[src/rtl/crd_pkg.sv]
package crd_pkg;

    // One beat of reference text.
    typedef struct packed {
        logic [15:0] code_unit;
        logic        last;
    } t_in;

    // One decoded result, given on the last beat of a reference.
    typedef struct packed {
        logic        resolved;
        logic [1:0]  unit_count;
        logic [15:0] first_unit;
        logic [15:0] second_unit;
    } t_out;

    // Running state for the reference in progress.
    typedef struct packed {
        logic [3:0]  position;
        logic [5:0]  named_candidates;
        logic        prefix_good;
        logic        hex_form;
        logic [20:0] code_value;
        logic        value_overflow;
        logic        body_bad;
        logic        digit_seen;
    } t_state;

    localparam int NAME_COUNT = 6;

    localparam logic [15:0] CH_AMP    = 16'h0026;
    localparam logic [15:0] CH_HASH   = 16'h0023;
    localparam logic [15:0] CH_SEMI   = 16'h003B;
    localparam logic [15:0] CH_LOW_X  = 16'h0078;
    localparam logic [15:0] CH_HIGH_X = 16'h0058;

    localparam logic [20:0] CODE_MAX      = 21'h10FFFF;
    localparam logic [20:0] BMP_MAX       = 21'h00FFFF;
    localparam logic [20:0] SURR_LOW      = 21'h00D800;
    localparam logic [20:0] SURR_HIGH     = 21'h00DFFF;
    localparam logic [20:0] SUPP_BASE     = 21'h010000;
    localparam logic [15:0] HIGH_SURR_BASE = 16'hD800;
    localparam logic [15:0] LOW_SURR_BASE  = 16'hDC00;
    localparam logic [9:0]  SURR_MASK      = 10'h3FF;

    // Name texts in the order amp, lt, gt, quot, apos, nbsp, padded to eight units.
    localparam logic [15:0] NAME_TEXT [NAME_COUNT][8] = '{
        '{16'h26, 16'h61, 16'h6D, 16'h70, 16'h3B, 16'h00, 16'h00, 16'h00},
        '{16'h26, 16'h6C, 16'h74, 16'h3B, 16'h00, 16'h00, 16'h00, 16'h00},
        '{16'h26, 16'h67, 16'h74, 16'h3B, 16'h00, 16'h00, 16'h00, 16'h00},
        '{16'h26, 16'h71, 16'h75, 16'h6F, 16'h74, 16'h3B, 16'h00, 16'h00},
        '{16'h26, 16'h61, 16'h70, 16'h6F, 16'h73, 16'h3B, 16'h00, 16'h00},
        '{16'h26, 16'h6E, 16'h62, 16'h73, 16'h70, 16'h3B, 16'h00, 16'h00}
    };
    localparam logic [3:0]  NAME_LEN [NAME_COUNT] = '{4'd5, 4'd4, 4'd4, 4'd6, 4'd6, 4'd6};
    localparam logic [15:0] NAME_VALUE [NAME_COUNT] = '{
        16'h0026, 16'h003C, 16'h003E, 16'h0022, 16'h0027, 16'h0020
    };

    localparam t_state STATE_RESET = '{
        position:         4'd0,
        named_candidates: 6'h3F,
        prefix_good:      1'b1,
        hex_form:         1'b0,
        code_value:       21'd0,
        value_overflow:   1'b0,
        body_bad:         1'b0,
        digit_seen:       1'b0
    };

endpackage

[src/rtl/crd_step.sv]
module crd_step (
    input  crd_pkg::t_state i_state,
    input  crd_pkg::t_in    i_beat,
    output crd_pkg::t_state o_state,
    output crd_pkg::t_out   o_result
);

    // Digit value 0..15, or 16 when the unit is no hex digit.
    function automatic logic [4:0] digit_of(input logic [15:0] u);
        logic [4:0] d;
        d = 5'd16;
        if (u >= 16'h30 && u <= 16'h39) begin
            d = 5'(u - 16'h30);
        end else if (u >= 16'h61 && u <= 16'h66) begin
            d = 5'(u - 16'h61 + 16'd10);
        end else if (u >= 16'h41 && u <= 16'h46) begin
            d = 5'(u - 16'h41 + 16'd10);
        end
        return d;
    endfunction

    logic [15:0] u;
    logic [3:0]  pos;
    logic [4:0]  digit;
    logic        digit_ok;
    logic [24:0] cv_wide;
    logic [24:0] nv;
    logic [20:0] adj;
    logic        named_hit;

    assign u   = i_beat.code_unit;
    assign pos = i_state.position;

    always_comb begin
        digit    = digit_of(u);
        digit_ok = i_state.hex_form ? (digit < 5'd16) : (digit < 5'd10);
        cv_wide  = {4'd0, i_state.code_value};
        if (i_state.hex_form) begin
            nv = (cv_wide << 4) + {20'd0, digit};
        end else begin
            nv = (cv_wide << 3) + (cv_wide << 1) + {20'd0, digit};
        end
        adj = i_state.code_value - crd_pkg::SUPP_BASE;
    end

    always_comb begin
        o_state   = i_state;
        o_result  = '0;
        named_hit = 1'b0;

        for (int k = 0; k < crd_pkg::NAME_COUNT; k++) begin
            if (!(pos < crd_pkg::NAME_LEN[k] && crd_pkg::NAME_TEXT[k][pos[2:0]] == u)) begin
                o_state.named_candidates[k] = 1'b0;
            end
        end

        if (pos == 4'd0 && u != crd_pkg::CH_AMP) begin
            o_state.prefix_good = 1'b0;
        end
        if (pos == 4'd1 && u != crd_pkg::CH_HASH) begin
            o_state.prefix_good = 1'b0;
        end

        if (!i_beat.last) begin
            if (pos == 4'd2 && (u == crd_pkg::CH_LOW_X || u == crd_pkg::CH_HIGH_X)) begin
                o_state.hex_form = 1'b1;
            end else if (pos >= 4'd2) begin
                if (!digit_ok) begin
                    o_state.body_bad = 1'b1;
                end else begin
                    o_state.digit_seen = 1'b1;
                    if (!i_state.value_overflow) begin
                        if (nv > {4'd0, crd_pkg::CODE_MAX}) begin
                            o_state.value_overflow = 1'b1;
                        end else begin
                            o_state.code_value = nv[20:0];
                        end
                    end
                end
            end
            if (pos != 4'd15) begin
                o_state.position = pos + 4'd1;
            end
        end else begin
            // The first surviving name in list order wins.
            for (int k = 0; k < crd_pkg::NAME_COUNT; k++) begin
                if (!named_hit && o_state.named_candidates[k]
                        && 5'(pos) + 5'd1 == 5'(crd_pkg::NAME_LEN[k])) begin
                    named_hit           = 1'b1;
                    o_result.resolved   = 1'b1;
                    o_result.unit_count = 2'd1;
                    o_result.first_unit = crd_pkg::NAME_VALUE[k];
                end
            end

            if (!named_hit && o_state.prefix_good && pos >= 4'd3 && u == crd_pkg::CH_SEMI
                    && i_state.digit_seen && !i_state.body_bad && !i_state.value_overflow
                    && i_state.code_value != 21'd0) begin
                if (i_state.code_value <= crd_pkg::BMP_MAX) begin
                    if (i_state.code_value < crd_pkg::SURR_LOW
                            || i_state.code_value > crd_pkg::SURR_HIGH) begin
                        o_result.resolved   = 1'b1;
                        o_result.unit_count = 2'd1;
                        o_result.first_unit = i_state.code_value[15:0];
                    end
                end else begin
                    o_result.resolved    = 1'b1;
                    o_result.unit_count  = 2'd2;
                    o_result.first_unit  = crd_pkg::HIGH_SURR_BASE + {6'd0, adj[19:10]};
                    o_result.second_unit = crd_pkg::LOW_SURR_BASE
                                           + {6'd0, adj[9:0] & crd_pkg::SURR_MASK};
                end
            end

            o_state = crd_pkg::STATE_RESET;
        end
    end

endmodule

[src/rtl/char_reference_decoder.sv]
// Decodes one HTML character reference per run of beats: each input beat carries one
// UTF-16 unit, starting at the ampersand, and the beat with last set closes the reference
// and yields exactly one result beat (non-last beats yield none). The six names amp, lt,
// gt, quot, apos and nbsp (mapped to a space) and the forms &#N; and &#xH; are decoded;
// anything else gives resolved = 0 with no units. The block takes one beat every cycle:
// each beat is registered, the running state is updated in one pass of logic, and a
// result enters the output register when its last beat leaves the input register. Input
// stalls only when a last beat is waiting while the output register still holds a
// result that the consumer is stalling.
module char_reference_decoder (
    input  logic           i_clk,
    input  logic           i_rst_n,
    input  logic           i_in_valid,
    output logic           o_in_stall,
    input  crd_pkg::t_in   i_in,
    output logic           o_out_valid,
    input  logic           i_out_stall,
    output crd_pkg::t_out  o_out
);

    logic            r_in_valid;
    crd_pkg::t_in    r_in;
    crd_pkg::t_state r_state;
    logic            r_out_valid;
    crd_pkg::t_out   r_out;

    crd_pkg::t_state n_state;
    crd_pkg::t_out   n_out;
    logic            advance;
    logic            in_accept;

    crd_step u_step (
        .i_state  (r_state),
        .i_beat   (r_in),
        .o_state  (n_state),
        .o_result (n_out)
    );

    // A non-last beat never needs the output register, so it always moves on.
    assign advance    = r_in_valid && (!r_in.last || !r_out_valid || !i_out_stall);
    assign o_in_stall = r_in_valid && !advance;
    assign in_accept  = i_in_valid && !o_in_stall;

    always_ff @(posedge i_clk) begin
        if (!i_rst_n) begin
            r_in_valid <= 1'b0;
        end else if (in_accept) begin
            r_in_valid <= 1'b1;
        end else if (advance) begin
            r_in_valid <= 1'b0;
        end
    end

    always_ff @(posedge i_clk) begin
        if (in_accept) begin
            r_in <= i_in;
        end
    end

    always_ff @(posedge i_clk) begin
        if (!i_rst_n) begin
            r_state <= crd_pkg::STATE_RESET;
        end else if (advance) begin
            r_state <= n_state;
        end
    end

    always_ff @(posedge i_clk) begin
        if (!i_rst_n) begin
            r_out_valid <= 1'b0;
        end else if (advance && r_in.last) begin
            r_out_valid <= 1'b1;
        end else if (!i_out_stall) begin
            r_out_valid <= 1'b0;
        end
    end

    always_ff @(posedge i_clk) begin
        if (advance && r_in.last) begin
            r_out <= n_out;
        end
    end

    assign o_out_valid = r_out_valid;
    assign o_out       = r_out;

    a_last_gives_result: assert property (@(posedge i_clk) disable iff (!i_rst_n)
        advance && r_in.last |=> r_out_valid)
        else $error("last beat did not produce a result");

    a_state_cleared: assert property (@(posedge i_clk) disable iff (!i_rst_n)
        advance && r_in.last |=> r_state == crd_pkg::STATE_RESET)
        else $error("state not cleared after a reference");

    a_stall_cause: assert property (@(posedge i_clk) disable iff (!i_rst_n)
        o_in_stall |-> r_in_valid && r_in.last && r_out_valid && i_out_stall)
        else $error("input stalled without a blocked result");

    a_result_consistent: assert property (@(posedge i_clk) disable iff (!i_rst_n)
        r_out_valid |-> (r_out.resolved == (r_out.unit_count != 2'd0))
                        && r_out.unit_count != 2'd3
                        && (r_out.unit_count == 2'd2 || r_out.second_unit == 16'd0))
        else $error("inconsistent result fields");

endmodule
[config.mk]
export PLATFORM = sky130hd
export DESIGN_NAME = char_reference_decoder
export DESIGN_NICKNAME = d
export VERILOG_FILES = /design/src/rtl/crd_pkg.sv /design/src/rtl/crd_step.sv /design/src/rtl/char_reference_decoder.sv
export SDC_FILE = /design/constraint.sdc
export NUM_CORES = 1
export LEC_CHECK = 0
export BUFFER_PORTS_ARGS = -buffer_cell sky130_fd_sc_hd__buf_2
export CAP_MARGIN = 20
export CORE_MARGIN = 5
export CORE_UTILIZATION = 66
export DETAILED_ROUTE_END_ITERATION = 7
export GPL_ROUTABILITY_DRIVEN = 0
export PLACE_DENSITY = 0.87
export RECOVER_POWER = 25
export SLEW_MARGIN = 20
export SYNTH_ARGS = -nofsm -noshare
export SYNTH_HDL_FRONTEND = slang
export SYNTH_SLANG_ARGS = --single-unit
[constraint.sdc]
create_clock -name i_clk -period 14.2 [get_ports i_clk]
set_input_delay 2.84 -clock i_clk [delete_from_list [all_inputs] [get_ports i_clk]]
set_output_delay 2.84 -clock i_clk [all_outputs]
set_load 0.01 [all_outputs]
==> run_results.csv, run 1 <==
group,metric,value,unit
global_routing,grt_overflow_total,0,
floorplan,initial_core_util,67.0,%
drt,first_iter_violations,597,
floorplan,io-pin-count,58,
worst_setup_path,crit_fanout,3,
logic_synthesis,seq_area_frac_synth,31.8,%
floorplan,fp.dieH,112,um
logic_synthesis,number_of_distinct_library_cells_after_synthesis,78,
logic_synthesis,mappedNetlistArea,6830,um^2
floorplan,design.die.area,12500,um^2
pwr,leakage,0.00288,uW
timing,finalWorstPathRequiredPeriod,6.39,ns
worst_setup_path,reg2reg_slack,8.03,ns
floorplan,die_w,112,um
timing,timing.clock.skew,0.0236,ns
timing,worst_slew_pin_slew,1.04,ns
timing,timing.setup.tns,0,ns
final_layout,layout_overhead_on_the_synthesized_area,6.19,%
timing,max-slew-margin-rel,30.4,%
floorplan,core_region,10200,um^2
final_layout,antenna_cells,0,
place,dp.final_hpwl,13.1,mm
global_routing,number_of_antenna_violations_at_the_first_check_in_global_routing,0,
hold_path,hold_path_depth,2,
pwr,netSwitchingPower,132,uW
cts,cts_root_buffer,"sky130_fd_sc_hd__clkbuf_8",
global_routing,grt_util_all_layers,28.3,%
timing,grt_setup_unrepaired,"false",
drt,routed_via_density,6.63,
pwr,seq_power_share,56.7,%
cts,ctsHoldBuffers,0,
timing,max_slew_violation_count,0,
worst_setup_path,worst-endpoint-required,11.36,ns
logic_synthesis,syn_nets,879,
worst_setup_path,cp-end-kind,"output port",
pwr,power.combinational.fraction,8.0,%
pwr,peak_supply_drop,0.0857,mV
cts,ctsHtreeMaxLevel,3,
logic_synthesis,synth_edf_count,47,
floorplan,std_cell_rows,37,
final_layout,nNetsFinal,897,
drt,dr.pass1.iters,8,
timing,max_clock_freq,157,MHz
global_routing,grt_pass1_wl,29.5,mm
cts,ctsLongestPathBuffers,2,
pwr,power.share.clock,35.4,%
cts,tritoncts.num_buffers,9,
timing,fin_crit_sh,45.0,%
pwr,power.density,66.3,nW/um^2
logic_synthesis,synth_seq_cells,85,
timing,report.final.hold_viol_count,0,
worst_setup_path,r2r_cells,19,
logic_synthesis,synth_ff_type,"sky130_fd_sc_hd__edfxtp_1",
hold_path,holdCritPathClass,"reg -> reg",
cts,cts_setup_buffers,0,
global_routing,maximum_number_of_pins_on_one_net_before_global_route_repair,41,
global_routing,vias_in_the_first_global_route,6223,
job,drv_cap,0,
drt,drt-total-wl,17.5,mm
cts,worst_skew_pair.late_latency,0.37,ns
status,outcome,"completed",
logic_synthesis,synth_cells,792,
cts,clk_pin_slew,0.09,ns
logic_synthesis,asyncSetResetFlopFracSynth,0,%
place,port-buffer-count,56,
hold_path,min_delay_worst_endpoint,"r_state[0]",
pwr,cellInternalPower,349,uW
cts,ctsResizeCount,0,
worst_setup_path,capture_point_of_the_worst_reg_to_reg_path,"r_state[4]",
drt,ant_nets,0,
logic_synthesis,synthesis.area_per_instance,8.62,um^2
drt,drc_markers,0,
timing,setup_viol_count_final,0,
worst_setup_path,worst_setup_path_start_kind,"primary input",
final_layout,final_area,7250,um^2
worst_setup_path,crit-reg2reg-launch,"r_in[1]",
final_layout,drive_gt1_share,10.7,%
cts,cts_tree,"done",
worst_setup_path,path_class,"in -> out",
drt,drt-wirelength-per-cell,18.4,um
pwr,power_switching_share,27.5,%
drt,vias,6309,
logic_synthesis,yosys_warnings,0,
hold_path,hold_path_startpoint,"r_state[0]",
place,placedInstanceArea,7060,um^2
worst_setup_path,crit_arrival,3.55,ns
cts,numClockSinks,85,
registers in the layout, indices dropped and copies added (netlist names):
signal,cells
o_out,30
r_in,17
r_in_valid,1
o_out_valid,1
r_state,36
logic make-up after synthesis:
kind of cell	count (synthesis)	synth area share [%]
AND/OR/NAND/NOR	276	20.9
AO/OA/AOI/OAI	222	22.1
buffers and inverters	86	5.33
flip-flops	85	31.8
adder cells (fa/ha/maj)	66	12.4
XOR/XNOR	48	6.16
multiplexers	8	1.21
other	1	0.0549
power by group through the flow:
| stage | Clock (uW) | Sequential, uW | Combinational, uW |
|---|---|---|---|
| after detailed placement | 0 | 278 | 37.5 |
| after global placement | 0 | 277 | 35.6 |
| after CTS | 172 | 272 | 37.7 |
| after floorplan | 0 | 273 | 31.6 |
| after global routing | 184 | 273 | 42.0 |
| final | 170 | 272 | 38.3 |
synth_stat cells (3+ instances only):
cell type / count / area, um^2
sky130_fd_sc_hd__a31oi_1: 14 / 87.6
sky130_fd_sc_hd__a211o_1: 5 / 43.8
sky130_fd_sc_hd__fa_1: 3 / 60.1
sky130_fd_sc_hd__o2111ai_1: 7 / 61.3
sky130_fd_sc_hd__nor4b_1: 4 / 35.0
sky130_fd_sc_hd__buf_4: 6 / 45.0
sky130_fd_sc_hd__a211oi_1: 7 / 52.6
sky130_fd_sc_hd__or2_2: 5 / 31.3
sky130_fd_sc_hd__a22o_1: 19 / 166
sky130_fd_sc_hd__nor3b_1: 3 / 22.5
sky130_fd_sc_hd__and2_1: 17 / 106
sky130_fd_sc_hd__a221o_1: 3 / 30.0
sky130_fd_sc_hd__nand4_1: 15 / 93.8
sky130_fd_sc_hd__nor2b_1: 13 / 81.3
sky130_fd_sc_hd__buf_1: 4 / 15.0
sky130_fd_sc_hd__nand3_1: 21 / 105
sky130_fd_sc_hd__inv_1: 33 / 124
sky130_fd_sc_hd__xnor2_1: 33 / 289
sky130_fd_sc_hd__a221oi_1: 4 / 35.0
sky130_fd_sc_hd__a21oi_1: 58 / 290
sky130_fd_sc_hd__nor4_1: 13 / 81.3
sky130_fd_sc_hd__nor2_1: 61 / 229
sky130_fd_sc_hd__edfxtp_1: 47 / 1410
sky130_fd_sc_hd__nand2_1: 68 / 255
sky130_fd_sc_hd__a21o_1: 5 / 37.5
sky130_fd_sc_hd__xor2_1: 15 / 131
sky130_fd_sc_hd__o211ai_1: 10 / 75.1
sky130_fd_sc_hd__o21ai_0: 48 / 240
sky130_fd_sc_hd__ha_1: 63 / 788
sky130_fd_sc_hd__clkbuf_1: 36 / 135
sky130_fd_sc_hd__o32ai_1: 4 / 35.0
sky130_fd_sc_hd__or3_1: 6 / 37.5
sky130_fd_sc_hd__dfxtp_1: 38 / 761
sky130_fd_sc_hd__o21bai_1: 3 / 22.5
sky130_fd_sc_hd__and3_1: 7 / 43.8
sky130_fd_sc_hd__nand2b_1: 5 / 31.3
sky130_fd_sc_hd__a22oi_1: 3 / 22.5
sky130_fd_sc_hd__nor3_1: 20 / 100
sky130_fd_sc_hd__o2bb2ai_1: 5 / 43.8
sky130_fd_sc_hd__o21a_1: 4 / 30.0
sky130_fd_sc_hd__buf_2: 3 / 15.0
sky130_fd_sc_hd__mux2i_1: 6 / 60.1
worst max path at each step:
stage	slack (ns)	end	start
global placement	7.87	o_in_stall	i_out_stall
detailed placement	7.83	o_in_stall	i_out_stall
floorplan	8.19	o_in_stall	i_out_stall
CTS	7.83	o_in_stall	i_out_stall
finish	7.81	o_in_stall	i_out_stall
global route	7.53	r_state[4]	r_in[1]
worst max-delay path, stage by stage:
cell and delay, ns:
sky130_fd_sc_hd__buf_2 0.09, sky130_fd_sc_hd__nand3_1 0.19, sky130_fd_sc_hd__nor2_1 0.25, sky130_fd_sc_hd__buf_2 0.17
through the flow:
stage	instances	hold WS (ns)	total power, uW	util (%)	setup slack (ns)
after global placement	935	0.452	313	69.3	7.87
after detailed placement	935	0.466	315	69.3	7.83
final	951	0.486	481	71.2	7.81
after global routing	951	0.513	499	71.2	7.53
after floorplan	792	0.430	304	-	8.19
after CTS	951	0.490	482	71.3	7.83
routing by layer:
layer | share of wire, % | track usage, % | wire length (um) | vias up
met2 | 48 | 48.4 | 8440 | 339
met4 | 4.3 | 13.7 | 747 | 0
met5 | 0 | 0 | 0 | -
li1 | - | - | - | 2962
met1 | 38 | 34.4 | 6730 | 2936
met3 | 9.0 | 4.95 | 1570 | 72
final cells by class:
type | instances | area [um^2]
Inverter | 35 | 131
Clock inverter | 7 | 73.8
Multi-Input combinational cell | 621 | 4290
Fill cell | 779 | 2940
Clock buffer | 9 | 124
Timing Repair Buffer | 58 | 288
Tap cell | 136 | 170
Sequential cell | 85 | 2170
placed cells by master (no fill, tap or decap), types with 19 or more instances in the layout:
master / Yosys / layout
sky130_fd_sc_hd__o21ai_0: 48 / 48
sky130_fd_sc_hd__a22o_1: 19 / 19
sky130_fd_sc_hd__nand3_1: 21 / 21
sky130_fd_sc_hd__nor2_1: 61 / 61
sky130_fd_sc_hd__edfxtp_1: 47 / 47
sky130_fd_sc_hd__nand2_1: 68 / 68
sky130_fd_sc_hd__a21oi_1: 58 / 58
sky130_fd_sc_hd__buf_2: 3 / 53
sky130_fd_sc_hd__inv_1: 33 / 32
sky130_fd_sc_hd__ha_1: 63 / 63
sky130_fd_sc_hd__xnor2_1: 33 / 33
sky130_fd_sc_hd__dfxtp_1: 38 / 38
sky130_fd_sc_hd__nor3_1: 20 / 20
Power figures use the tool's default switching activity.
==> run 2, diff against run 1 <==
--- a/config.mk
+++ b/config.mk
@@ -8,10 +8,10 @@
 export BUFFER_PORTS_ARGS = -buffer_cell sky130_fd_sc_hd__buf_2
 export CAP_MARGIN = 20
 export CORE_MARGIN = 5
-export CORE_UTILIZATION = 66
+export CORE_UTILIZATION = 55
 export DETAILED_ROUTE_END_ITERATION = 7
 export GPL_ROUTABILITY_DRIVEN = 0
-export PLACE_DENSITY = 0.87
+export PLACE_DENSITY = 0.77
 export RECOVER_POWER = 25
 export SLEW_MARGIN = 20
 export SYNTH_ARGS = -nofsm -noshare
==> constraint.sdc (replaced) <==
create_clock -name i_clk -period 5.4 [get_ports i_clk]
set_input_delay 1.08 -clock i_clk [delete_from_list [all_inputs] [get_ports i_clk]]
set_output_delay 1.08 -clock i_clk [all_outputs]
set_load 0.01 [all_outputs]
==> run_results.csv, run 2 (synthesis gave the netlist of run 1 again) <==
group,metric,value,unit
pwr,peak_supply_drop,0.134,mV
worst_setup_path,worst_setup_path_start_kind,"flop",
worst_setup_path,worst-endpoint-required,5.65,ns
drt,first_iter_violations,1120,
drt,drc_markers,0,
place,dp.final_hpwl,14.3,mm
floorplan,fp.dieH,121,um
timing,max_slew_violation_count,0,
global_routing,grt_util_all_layers,26.3,%
final_layout,fill_cells,993,
hold_path,holdCritPathClass,"reg -> reg",
cts,numClockSinks,85,
floorplan,std_cell_rows,40,
floorplan,initial_core_util,56.4,%
pwr,power.density,190,nW/um^2
global_routing,grt_overflow_total,0,
place,place_worst_setup_slack,-0.0546,ns
timing,finalWorstPathRequiredPeriod,5.16,ns
final_layout,layout_overhead_on_the_synthesized_area,11.5,%
job,drv_cap,0,
worst_setup_path,cp-end-kind,"flop",
final_layout,register_bank_with_the_most_flops,"r_state",
cts,clk_pin_slew,0.07,ns
drt,vias,6543,
drt,routed_via_density,6.54,
final_layout,finish.cell_count_without_fillers,1001,
floorplan,design.die.area,14700,um^2
worst_setup_path,crit_arrival,5.41,ns
pwr,leakage,0.00306,uW
cts,ctsHtreeMaxLevel,3,
timing,grt_setup_unrepaired,"false",
place,placed_cells,981,
timing,timing.clock.skew,0.0101,ns
floorplan,die_w,121,um
final_layout,drive_gt1_share,14.3,%
worst_setup_path,crit_fanout,10,
final_layout,nNetsFinal,915,
cts,tritoncts.num_buffers,9,
final_layout,commonest_non_fill_non_tap_cell_in_the_layout,"sky130_fd_sc_hd__nand2_1",
timing,fin_crit_sh,95.6,%
timing,max_clock_freq,194,MHz
global_routing,maximum_number_of_pins_on_one_net_before_global_route_repair,40,
timing,max-slew-margin-rel,29.7,%
timing,report.final.hold_viol_count,0,
drt,ant_nets,0,
cts,ctsHoldBuffers,0,
global_routing,number_of_antenna_violations_at_the_first_check_in_global_routing,0,
global_routing,grt_pass1_wl,31.2,mm
cts,worst_skew_pair.late_latency,0.36,ns
cts,cts_root_buffer,"sky130_fd_sc_hd__clkbuf_16",
final_layout,finalCoreUtilization,62.8,%
drt,drt-wirelength-per-cell,19.5,um
drt,dr.pass1.iters,5,
final_layout,final_area,7610,um^2
cts,ctsLongestPathBuffers,2,
timing,timing.setup.tns,0,ns
cts,cts_tree,"done",
timing,timing.final.ws_setup,0.239,ns
final_layout,final_cell_mix,"68 x sky130_fd_sc_hd__nand2_1, 63 x sky130_fd_sc_hd__ha_1, 61 x sky130_fd_sc_hd__nor2_1",
final_layout,largest_reg_flops,36,
timing,worst_slew_pin_slew,1.06,ns
global_routing,vias_in_the_first_global_route,6117,
worst_setup_path,path_class,"reg -> reg",
status,outcome,"completed",
drt,drt-total-wl,19.5,mm
final_layout,antenna_cells,0,
place,port-buffer-count,56,
timing,setup_viol_count_final,0,
floorplan,core_region,12100,um^2
floorplan,io-pin-count,58,
place,placedInstanceArea,7200,um^2
[run 2: changes by cell type in the layout (fill, tap and decap cells not counted), moves of 2 or more]
cell / before / now
sky130_fd_sc_hd__o21ai_4: 0 / 2
sky130_fd_sc_hd__a211oi_2: 0 / 2
sky130_fd_sc_hd__clkbuf_16: 0 / 9
sky130_fd_sc_hd__a211oi_1: 7 / 5
sky130_fd_sc_hd__o21ai_1: 0 / 2
sky130_fd_sc_hd__buf_4: 1 / 17
sky130_fd_sc_hd__o21ai_0: 48 / 45
sky130_fd_sc_hd__clkbuf_8: 9 / 0
sky130_fd_sc_hd__a21oi_2: 0 / 2
sky130_fd_sc_hd__a21oi_1: 58 / 56
[run 2: critical path, cell delays in order (launching register included)]
cell	delay [ns]
sky130_fd_sc_hd__edfxtp_1	0.40
sky130_fd_sc_hd__inv_2	0.09
sky130_fd_sc_hd__ha_1	0.15
sky130_fd_sc_hd__nand2b_1	0.08
sky130_fd_sc_hd__a211o_1	0.33
sky130_fd_sc_hd__a2111oi_4	0.31
sky130_fd_sc_hd__nor2_1	0.09
sky130_fd_sc_hd__o22a_1	0.20
sky130_fd_sc_hd__fa_1	0.52
sky130_fd_sc_hd__inv_1	0.08
sky130_fd_sc_hd__fa_1	0.46
sky130_fd_sc_hd__nand2b_4	0.16
sky130_fd_sc_hd__a21o_1	0.24
sky130_fd_sc_hd__a21oi_2	0.25
sky130_fd_sc_hd__o21ai_2	0.12
sky130_fd_sc_hd__a2111oi_2	0.35
sky130_fd_sc_hd__and4b_2	0.30
sky130_fd_sc_hd__a2111oi_4	0.31
sky130_fd_sc_hd__buf_4	0.21
sky130_fd_sc_hd__o21ai_4	0.13
sky130_fd_sc_hd__a22o_1	0.26
[run 2: worst paths after layout]
kind                     from          end  slack [ns]  cells after the start
setup / recovery      r_in[2]   r_state[9]        0.24                     20
hold / removal    r_state[27]  r_state[27]        0.47                      2
setup reg to reg      r_in[2]   r_state[9]        0.24                     20
hold reg to reg   r_state[27]  r_state[27]        0.47                      2
[run 2: layer usage]
| metal | vias up | wire length [um] | GRT usage (%) |
|---|---|---|---|
| met1 | 3038 | 8010 | 35.1 |
| met2 | 411 | 8910 | 40.7 |
| li1 | 3021 | - | - |
| met3 | 73 | 1910 | 6.62 |
| met5 | - | 0 | 0 |
| met4 | 0 | 650 | 11.0 |
[run 2: repair_timing]
item                                    CTS  global route
gates cloned                              0             1
setup buffers                             0             2
pin swaps                                 0             9
endpoints found under the setup margin   16            22
resized for setup                         1            18
[run 2: area by class of cell]
cell class              count  area (um^2)  area share, %
multi-input cells         622         4380           57.6
flip-flops and latches     85         2170           28.5
repair buffers             75          424           5.57
clock buffers               9          225           2.96
well taps                 168          210           2.76
inverters                  35          131           1.73
clock inverters             7         65.1          0.855
[run 2: through the flow]
stage	power, uW	hold slack [ns]
after global placement	830	0.444
final	1440	0.475
after global routing	1490	0.495
after floorplan	800	0.430
after CTS	1440	0.475
after detailed placement	836	0.459
[run 2: report_power, final]
group | total (uW) | switching [uW] | internal (uW)
logic | 122 | 78.0 | 44.4
registers | 706 | 10.7 | 695
clock network | 615 | 291 | 324
==> run 3, diff against run 2 <==
--- a/config.mk
+++ b/config.mk
@@ -7,11 +7,13 @@
 export LEC_CHECK = 0
 export BUFFER_PORTS_ARGS = -buffer_cell sky130_fd_sc_hd__buf_2
 export CAP_MARGIN = 20
+export CELL_PAD_IN_SITES_DETAIL_PLACEMENT = 1
+export CELL_PAD_IN_SITES_GLOBAL_PLACEMENT = 2
 export CORE_MARGIN = 5
-export CORE_UTILIZATION = 55
+export CORE_UTILIZATION = 34
 export DETAILED_ROUTE_END_ITERATION = 7
 export GPL_ROUTABILITY_DRIVEN = 0
-export PLACE_DENSITY = 0.77
+export PLACE_DENSITY_LB_ADDON = 0.1
 export RECOVER_POWER = 25
 export SLEW_MARGIN = 20
 export SYNTH_ARGS = -nofsm -noshare
==> run_results.csv, run 3 (synthesis gave the netlist of run 1 again) <==
group,metric,value,unit
status,outcome,"completed",
final_layout,fill_cells,2353,
pwr,power,1460,uW
floorplan,std_cell_rows,51,
timing,fin_crit_sh,96.5,%
global_routing,number_of_antenna_violations_at_the_first_check_in_global_routing,0,
timing,max_slew_violation_count,0,
final_layout,drive_gt1_share,16.0,%
final_layout,multi_input_area,4400,um^2
timing,timing.clock.skew,0.0108,ns
drt,vias,6339,
final_layout,finish.cell_count_without_fillers,1115,
worst_setup_path,cp-end-kind,"flop",
drt,routed_via_density,5.69,
global_routing,grt_overflow_total,0,
place,placed_cells,1091,
job,drv_cap,0,
pwr,leakage,0.00312,uW
final_layout,layout_overhead_on_the_synthesized_area,15.0,%
cts,cts_root_buffer,"sky130_fd_sc_hd__clkbuf_16",
cts,tritoncts.num_buffers,9,
drt,drt-total-wl,23.1,mm
worst_setup_path,path_class,"reg -> reg",
final_layout,antenna_cells,0,
global_routing,vias_in_the_first_global_route,6528,
pwr,peak_supply_drop,0.150,mV
timing,report.final.hold_viol_count,0,
cts,ctsLongestPathBuffers,2,
floorplan,core_region,19600,um^2
drt,ant_nets,0,
cts,numClockSinks,85,
drt,first_iter_violations,319,
final_layout,finalCoreUtilization,40.1,%
cts,cts_tree,"done",
cts,ctsHtreeMaxLevel,3,
timing,finalWorstPathRequiredPeriod,5.21,ns
place,dp.final_hpwl,17.0,mm
floorplan,die_w,152,um
hold_path,holdCritPathClass,"reg -> reg",
pwr,power.density,186,nW/um^2
drt,drt-wirelength-per-cell,20.7,um
timing,max_clock_freq,192,MHz
floorplan,design.die.area,23000,um^2
floorplan,initial_core_util,34.8,%
cts,ctsHoldBuffers,0,
cts,worst_skew_pair.late_latency,0.36,ns
worst_setup_path,crit_arrival,5.46,ns
timing,max-slew-margin-rel,45.6,%
timing,worst_slew_pin_slew,0.816,ns
floorplan,fp.dieH,152,um
final_layout,nNetsFinal,932,
place,place_worst_setup_slack,-0.00991,ns
final_layout,register_bank_with_the_most_flops,"r_state",
timing,setup_viol_count_final,0,
drt,drc_markers,0,
cts,clk_pin_slew,0.07,ns
worst_setup_path,crit_fanout,6,
final_layout,final_cell_mix,"68 x sky130_fd_sc_hd__nand2_1, 63 x sky130_fd_sc_hd__ha_1, 61 x sky130_fd_sc_hd__nor2_1",
drt,dr.pass1.iters,5,
final_layout,commonest_non_fill_non_tap_cell_in_the_layout,"sky130_fd_sc_hd__nand2_1",
worst_setup_path,worst_setup_path_start_kind,"flop",
global_routing,grt_util_all_layers,20.0,%
global_routing,grt_pass1_wl,36.0,mm
timing,hold_ws,0.472,ns
final_layout,largest_reg_flops,36,
floorplan,io-pin-count,58,
final_layout,area.sequential,2170,um^2
worst_setup_path,worst-endpoint-required,5.65,ns
timing,timing.final.ws_setup,0.190,ns
place,port-buffer-count,56,
global_routing,maximum_number_of_pins_on_one_net_before_global_route_repair,40,
run 3: cell types whose count changed in the layout (fill, tap and decap cells not counted), moves of 2 or more:
cell	before	now
sky130_fd_sc_hd__inv_8	3	0
sky130_fd_sc_hd__inv_4	0	3
sky130_fd_sc_hd__clkbuf_8	0	2
sky130_fd_sc_hd__clkinv_4	2	0
sky130_fd_sc_hd__buf_4	17	31
sky130_fd_sc_hd__buf_6	0	2
run 3: area by class of cell:
type                    count  area share [%]
flip-flops and latches     85            27.7
inverters                  35            1.67
multi-input cells         624            56.0
repair buffers             90            6.82
well taps                 265            4.22
clock inverters             4           0.351
clock buffers              12            3.28
run 3: power breakdown:
| part | internal (uW) | switching (uW) |
|---|---|---|
| clock network | 342 | 286 |
| logic | 46.7 | 82.4 |
| registers | 695 | 10.4 |
| total | 1080 | 379 |
run 3: metrics by stage:
stage | instance area (um^2) | setup TNS [ns]
6_report | 7850 | 0
2_1_floorplan | 6830 | 0
3_3_place_gp | 7420 | 0
5_1_grt | 7850 | -0.318
3_5_place_dp | 7420 | -0.0148
4_1_cts | 7720 | 0
run 3: repair_timing:
item,in CTS,in global routing
endpoints found under the setup margin,17,21
pin swaps,0,15
resized for setup,1,19
gates cloned,0,3
buffers inserted,0,5
run 3: path summary, 6_finish.rpt:
check                            startpoint           to  slack, ns  cells past startpoint
worst max-delay path               r_in[12]  r_state[11]       0.19                     18
worst min register to register  r_state[31]  r_state[31]       0.47                      1
worst min-delay path            r_state[31]  r_state[31]       0.47                      1
worst max register to register     r_in[12]  r_state[11]       0.19                     18
run 3: critical path, stage by stage, from the launching register on:
cell                        delay, ns
sky130_fd_sc_hd__edfxtp_1        0.38
sky130_fd_sc_hd__nor4_2          0.31
sky130_fd_sc_hd__nand3_2         0.19
sky130_fd_sc_hd__nor4_1          0.32
sky130_fd_sc_hd__buf_4           0.19
sky130_fd_sc_hd__a21boi_1        0.22
sky130_fd_sc_hd__nor2_1          0.12
sky130_fd_sc_hd__fa_1            0.46
sky130_fd_sc_hd__ha_1            0.37
sky130_fd_sc_hd__o211ai_1        0.12
sky130_fd_sc_hd__o21ai_0         0.42
sky130_fd_sc_hd__nand2_1         0.25
sky130_fd_sc_hd__a311o_1         0.32
sky130_fd_sc_hd__a211o_1         0.26
sky130_fd_sc_hd__and4b_2         0.25
sky130_fd_sc_hd__a2111oi_4       0.33
sky130_fd_sc_hd__buf_6           0.20
sky130_fd_sc_hd__o21ai_4         0.11
sky130_fd_sc_hd__a22o_1          0.26
run 3: layer usage:
layer	share of wire (%)	track usage (%)
met4	1.2	4.04
met3	3.1	2.56
met2	49	35.4
met1	47	26.2
met5	0	0
